[src/hdl/qte_pkg.sv]
// Package for the quaternion to Euler bin converter.
// Holds the shared widths, angle constants and the arctangent table.
// No dependencies.
package qte_pkg;

  localparam int NUM_BINS  = 18;
  localparam int FRAC_BITS = 14;
  localparam int IN_W      = 16;
  localparam int BIN_W     = 5;

  // Widths of the atan2 datapath.
  localparam int ARG_W = 35;  // signed atan2 operands
  localparam int MAG_W = 33;  // operand magnitudes
  localparam int NRM_W = 30;  // normalized magnitudes, top bit at 2^29
  localparam int CX_W  = 34;  // CORDIC x and y
  localparam int ANG_W = 34;  // binary angle, 2^32 per turn

  localparam int CORDIC_STEPS = 31;
  localparam int AT_LAT       = 3 + CORDIC_STEPS;

  localparam int ISQ_STEPS = 30;
  localparam int ISQ_W     = 60;
  localparam int ISQ_LAT   = ISQ_STEPS;

  // The pitch magnitude is scaled by this left shift to reach the normalized range.
  localparam int PITCH_SH = (NRM_W - 1) - 2 * FRAC_BITS;

  localparam logic signed [ANG_W-1:0] ANG_HALF    = ANG_W'(64'd1 << 31);
  localparam logic signed [ANG_W-1:0] ANG_QUARTER = ANG_W'(64'd1 << 30);

  function automatic logic signed [ANG_W-1:0] atan_ang(input int idx);
    logic signed [ANG_W-1:0] v;
    case (idx)
      0:  v = ANG_W'(536870912);
      1:  v = ANG_W'(316933406);
      2:  v = ANG_W'(167458907);
      3:  v = ANG_W'(85004756);
      4:  v = ANG_W'(42667331);
      5:  v = ANG_W'(21354465);
      6:  v = ANG_W'(10679838);
      7:  v = ANG_W'(5340245);
      8:  v = ANG_W'(2670163);
      9:  v = ANG_W'(1335087);
      10: v = ANG_W'(667544);
      11: v = ANG_W'(333772);
      12: v = ANG_W'(166886);
      13: v = ANG_W'(83443);
      14: v = ANG_W'(41722);
      15: v = ANG_W'(20861);
      16: v = ANG_W'(10430);
      17: v = ANG_W'(5215);
      18: v = ANG_W'(2608);
      19: v = ANG_W'(1304);
      20: v = ANG_W'(652);
      21: v = ANG_W'(326);
      22: v = ANG_W'(163);
      23: v = ANG_W'(81);
      24: v = ANG_W'(41);
      25: v = ANG_W'(20);
      26: v = ANG_W'(10);
      27: v = ANG_W'(5);
      28: v = ANG_W'(3);
      29: v = ANG_W'(1);
      30: v = ANG_W'(1);
      default: v = '0;
    endcase
    return v;
  endfunction

endpackage

[src/hdl/qte_isqrt.sv]
// Pipelined integer floor square root, one result bit per stage.
// Depends on qte_pkg.
module qte_isqrt import qte_pkg::*; (
  input  logic             clk_i,
  input  logic             en_i,
  input  logic [ISQ_W-1:0] rad_i,
  output logic [NRM_W-1:0] root_o
);

  logic [ISQ_W-1:0] v_q [ISQ_STEPS];
  logic [ISQ_W-1:0] r_q [ISQ_STEPS];

  for (genvar j = 0; j < ISQ_STEPS; j++) begin : g_step
    localparam logic [ISQ_W-1:0] BitV = ISQ_W'(1) << (2 * (ISQ_STEPS - 1 - j));
    logic [ISQ_W-1:0] v_in, r_in, t;

    if (j == 0) begin : g_first
      assign v_in = rad_i;
      assign r_in = '0;
    end else begin : g_rest
      assign v_in = v_q[j-1];
      assign r_in = r_q[j-1];
    end

    assign t = r_in + BitV;

    always_ff @(posedge clk_i) begin
      if (en_i) begin
        if (v_in >= t) begin
          v_q[j] <= v_in - t;
          r_q[j] <= (r_in >> 1) + BitV;
        end else begin
          v_q[j] <= v_in;
          r_q[j] <= r_in >> 1;
        end
      end
    end
  end

  assign root_o = r_q[ISQ_STEPS-1][NRM_W-1:0];

endmodule

[config.mk]
export PLATFORM = sky130hd
export DESIGN_NAME = qte_isqrt
export DESIGN_NICKNAME = d
export VERILOG_FILES = /design/src/hdl/qte_pkg.sv /design/src/hdl/qte_isqrt.sv
export SDC_FILE = /design/constraint.sdc
export NUM_CORES = 2
export LEC_CHECK = 0
export BUFFER_PORTS_ARGS = -buffer_cell sky130_fd_sc_hd__buf_2
export CAP_MARGIN = 10
export CORE_ASPECT_RATIO = 0.9
export CORE_MARGIN = 2
export CORE_UTILIZATION = 64
export DETAILED_ROUTE_END_ITERATION = 7
export GPL_TIMING_DRIVEN = 1
export PLACE_DENSITY = 0.8
export REMOVE_ABC_BUFFERS = 1
export SKIP_CTS_REPAIR_TIMING = 1
export SYNTH_ARGS = -nofsm -noshare
export SYNTH_HDL_FRONTEND = slang
export SYNTH_SLANG_ARGS = --single-unit
[constraint.sdc]
create_clock -name clk_i -period 5.87 [get_ports clk_i]
set_input_delay 0.2935 -clock clk_i [delete_from_list [all_inputs] [get_ports clk_i]]
set_output_delay 0.2935 -clock clk_i [all_outputs]
set_load 0.02 [all_outputs]
=== After elaboration in Yosys (flattened, before gate mapping) ===
Memories as Yosys holds them, arrays and structs flattened.
Index checks and enable logic that the tools add are counted.

* $add $sub $neg: 88
* $lt $le $gt $ge: 30
* Mux-type cells: 240
* Bitwise operators: 60

{| class="wikitable"
|+ Operators by type and width
! kind !! number
|-
| two-way mux 60 bit || 60
|-
| greater-or-equal comparator 60 bit || 29
|-
| subtractor 60 bit || 29
|-
| two-way mux 1 bit || 180
|-
| adder 59 x 1 -> 60 bit, second input constant || 1
|-
| adder 59 x 11 -> 60 bit, second input constant || 1
|-
| adder 59 x 13 -> 60 bit, second input constant || 1
|-
| adder 59 x 15 -> 60 bit, second input constant || 1
|-
| adder 59 x 17 -> 60 bit, second input constant || 1
|-
| adder 59 x 19 -> 60 bit, second input constant || 1
|-
| adder 59 x 21 -> 60 bit, second input constant || 1
|-
| adder 59 x 23 -> 60 bit, second input constant || 1
|-
| adder 59 x 25 -> 60 bit, second input constant || 1
|-
| adder 59 x 27 -> 60 bit, second input constant || 1
|-
| adder 59 x 29 -> 60 bit, second input constant || 1
|-
| adder 59 x 3 -> 60 bit, second input constant || 1
|-
| adder 59 x 31 -> 60 bit, second input constant || 1
|-
| adder 59 x 33 -> 60 bit, second input constant || 1
|-
| adder 59 x 35 -> 60 bit, second input constant || 1
|-
| adder 59 x 37 -> 60 bit, second input constant || 1
|-
| adder 59 x 39 -> 60 bit, second input constant || 1
|-
| adder 59 x 41 -> 60 bit, second input constant || 1
|-
| adder 59 x 43 -> 60 bit, second input constant || 1
|-
| adder 59 x 45 -> 60 bit, second input constant || 1
|-
| 41 further kinds || 100
|}

* Flip-flop bits (word level): 0
* Bits in writable memories: 3600
* Bits of input ports: 62
* Output and inout port bits: 30
* Memories: 2

{| class="wikitable"
|+ Memories
! name !! words !! bits a word !! rd ports !! clocked after Yosys merged registers in !! wr ports !! RTL line !! text
|-
| r_q || 30 || 60 || 30 || 0 || 30 || qte_isqrt.sv:11 || <nowiki>logic [ISQ_W-1:0] r_q [ISQ_STEPS];</nowiki>
|-
| v_q || 30 || 60 || 29 || 0 || 30 || qte_isqrt.sv:10 || <nowiki>logic [ISQ_W-1:0] v_q [ISQ_STEPS];</nowiki>
|}

=== Longest topological paths before layout ===
An unclocked memory read counts as a cell.

* Depth in word-level cells: 7
* Mapped depth: 16

=== Worst setup path after synthesis ===
Ideal clock, no wire load.

* Kind: input port to flip-flop
* Start point: in en_i
* End point: mem r_q[26][6] (netlist: r_q[1][606]) (enable)
* Arrival time: 3.702 ns
* Data required time: 5.394 ns
* Setup slack: 1.691 ns
* Cell stages on the path: 5
* Path through: clkbuf_1 -> clkbuf_1 -> clkbuf_1 -> clkbuf_1 -> clkbuf_1

{| class="wikitable"
|+ RTL lines
! what !! RTL line !! text
|-
| start, declared || qte_isqrt.sv:5 || <nowiki>input logic en_i,</nowiki>
|-
| end, declared || qte_isqrt.sv:11 ||
|}

==> impl_metrics.ini <==
[synthesis]
synth-compound-area-share = 0.0882
synthAdderAreaFrac = 0.0585
ys_types = 89
synth.avg_cell_area_um2 = 12.5
synthCells = 8424
yosysWarnings = 0
synth-xor-area-share = 0.0640
muxShareOfSynthArea = 0.00732
syn_area_um2 = 105000
synth_seq_area_share = 0.628
ys_async_sr_fraction = 0
synthFlopType = edfxtp_1
synth-simple-area-share = 0.125
ys_seq_elements = 2205
synth_top_family_by_area = simple AND/OR/NAND/NOR gates
synth_edf_count = 2205

[min_path]
min_from = rad_i[32]
hold_path_class = in -> reg
min_path_cells = 2
min_to = v_q[0][32]$_DFFE_PP_

[route]
drc = 0
routed_via_density = 6.29
first_iter_violations = 8193
vias = 69200
route.detailed.wl_per_inst_um = 23.6
antenna_left = 0
drt_wl_total_um = 260000
drtPass1Iterations = 6

[power]
p_leak_nw = 43.7
total_power_mw = 44.6
power_density_nw_per_um2 = 383
peakVddDrop_v = 0.000335

[setup_path]
cp_max_fo = 5
r2r_slack_ns = 1.37
reg2reg_from = r_q[1][490]$_DFFE_PP_
crit_required_ns = 6.46
worst-r2r-cell-count = 13
path_class = reg -> reg
critPathArrivalTime_ns = 5.09
startpoint_type = flop
r2r_end = v_q[1][593]$_DFFE_PP_
crit_path_end_kind = flop

[floorplanning]
die_area_um2 = 168000
start_util = 0.643
die_w_um = 432
coreArea_um2 = 164000
num_rows = 141
dieHeight_um = 389
io_pins = 92

[timing]
setup_tns_ns = 0
fmax_mhz = 222
worst_slew_pin_slew_ns = 1.27
grt_setup_unrepaired = no
min_period_ns = 4.50
finalMaxSlewViolations = 0
finalHoldViolCount = 0
fin_skew_ns = 0.0720
finalCritPeriodShare = 0.767
slew_headroom = 0.143
setup_viol = 0

[global_routing]
overflow = 0
grt_pass1_vias = 66500
grt_max_degree = 212
grtUsageTotal = 0.302
grt_pass1_wl_um = 391000
antenna_found_initial = 7

[clocking]
clock-sinks = 2205
clk_latency_ns = 0.89
clock-root-buffer = clkbuf_16
clkSlewWorstSetupHoldPaths_ns = 0.08
htreeDepth = 4
clockBufferDepth = 3
cts_tree = built
cts-buffers-inserted = 210

[placement]
place_congestion = 0.966
dp.final_hpwl_um = 185000
placedCellCount = 10500
io_buffers = 91
place_area_um2 = 108000

[finish]
final_cells = 11000
final_util = 0.710
nFillCells = 10700
fin_area_um2 = 116000
nets = 9214
drive_above_1_share = 0.0674
syn_to_final_growth_pct = 10.3

[status]
status = finished, final reports clean

[run]
maxCapViolCount = 0
where the power goes:
| part | internal [mW] | total (mW) | leakage [nW] | switching [mW] |
|---|---|---|---|---|
| sequential | 19.9 | 21.5 | 21.2 | 1.57 |
| clock | 7.97 | 14.2 | 3.48 | 6.24 |
| combinational | 3.56 | 8.90 | 19.1 | 5.34 |
cell usage in the layout (no fill, tap or decap), types with 57 or more instances in the layout:
| master | count |
|---|---|
| edfxtp_1 | 2205 |
| or3_1 | 84 |
| a21o_1 | 217 |
| nand3_1 | 165 |
| xnor2_1 | 400 |
| mux2_2 | 57 |
| nor2b_1 | 77 |
| inv_1 | 611 |
| nand4_1 | 126 |
| o21a_1 | 91 |
| xor2_1 | 370 |
| ha_1 | 493 |
| nand2b_1 | 103 |
| nand2_1 | 665 |
| nor3_1 | 230 |
| nor2_1 | 492 |
| dlygate4sd3_1 | 61 |
| o21ai_0 | 471 |
| clkbuf_16 | 212 |
| a21oi_1 | 414 |
| buf_2 | 92 |
| nor4_1 | 306 |
kinds of logic (layout without fill, tap and decap cells):
| kind of cell | Yosys count | in the layout |
|---|---|---|
| muxes | 70 | 70 |
| adders and majority gates | 493 | 493 |
| other | 0 | 3 |
| AOI/OAI and AO/OA | 1514 | 1514 |
| xor gates and xnor gates | 770 | 770 |
| buffers and inverters | 799 | 1221 |
| and+or+nand+nor | 2573 | 2573 |
| DFF | 2205 | 2205 |
worst max-delay path, cell delays in order, from the launching register on:
cell,delay (ns)
edfxtp_1,0.64
inv_1,0.12
ha_1,0.36
o21a_1,0.14
o21ai_0,0.43
a311oi_1,0.37
a2111oi_0,0.73
o21bai_1,0.18
a21oi_1,0.32
o31a_1,0.26
or3_1,0.17
and4_1,0.27
nand3_1,0.12
xnor2_1,0.15
per-stage QoR:
step                worst slack [ns]  hold WS (ns)
floorplan                      0.153         0.392
global placement                1.43         0.421
detailed placement              1.37         0.431
CTS                             1.35        -0.455
global route                    1.13         0.110
finish                          1.37         0.128
layout make-up:
cell class	instances	area [um^2]	share of cell area
Inverter	611	2290	0.0197
Clock buffer	238	5400	0.0465
Tap cell	2145	2680	0.0231
Clock inverter	161	1830	0.0158
Sequential cell	2205	66200	0.569
Timing Repair Buffer	211	1610	0.0138
Antenna cell	3	7.51	0.0000646
Multi-Input combinational cell	5420	36200	0.312
flip-flops by register name (all words and copies together) (netlist names):
signal and count:
r_q 465, v_q 1740
how the worst max path moves through the flow:
| stage | start | endpoint | slack, ns | depth (start not counted) |
|---|---|---|---|---|
| after floorplan | v_q[1][606]$_DFFE_PP_ | v_q[1][668]$_DFFE_PP_ | 0.15 | 10 |
| after global placement | v_q[1][158]$_DFFE_PP_ | v_q[1][239]$_DFFE_PP_ | 1.43 | 13 |
| after detailed placement | r_q[1][159]$_DFFE_PP_ | v_q[1][239]$_DFFE_PP_ | 1.37 | 14 |
| after CTS | v_q[1][159]$_DFFE_PP_ | v_q[1][239]$_DFFE_PP_ | 1.35 | 13 |
| after global routing | r_q[1][160]$_DFFE_PP_ | v_q[1][239]$_DFFE_PP_ | 1.13 | 14 |
| final | r_q[1][490]$_DFFE_PP_ | v_q[1][593]$_DFFE_PP_ | 1.37 | 13 |
synth_stat cells (217+ instances only):
cell type,count,share of area
nor2_1,492,0.018
a21oi_1,415,0.020
nand2_1,665,0.024
edfxtp_1,2205,0.63
xor2_1,370,0.031
inv_1,611,0.022
a21o_1,217,0.015
nor3_1,231,0.011
ha_1,493,0.059
nor4_1,307,0.018
o21ai_0,471,0.022
xnor2_1,400,0.033
metal layers:
| metal | GRT usage | share of wire | vias to the layer above |
|---|---|---|---|
| met5 | 0 | 0.000050 | - |
| met3 | 0.0543 | 0.085 | 500 |
| met2 | 0.481 | 0.47 | 3146 |
| met4 | 0.0844 | 0.027 | 2 |
| met1 | 0.431 | 0.42 | 33700 |
| li1 | - | - | 31800 |
Note: power is estimated with default switching activity, not from simulation.
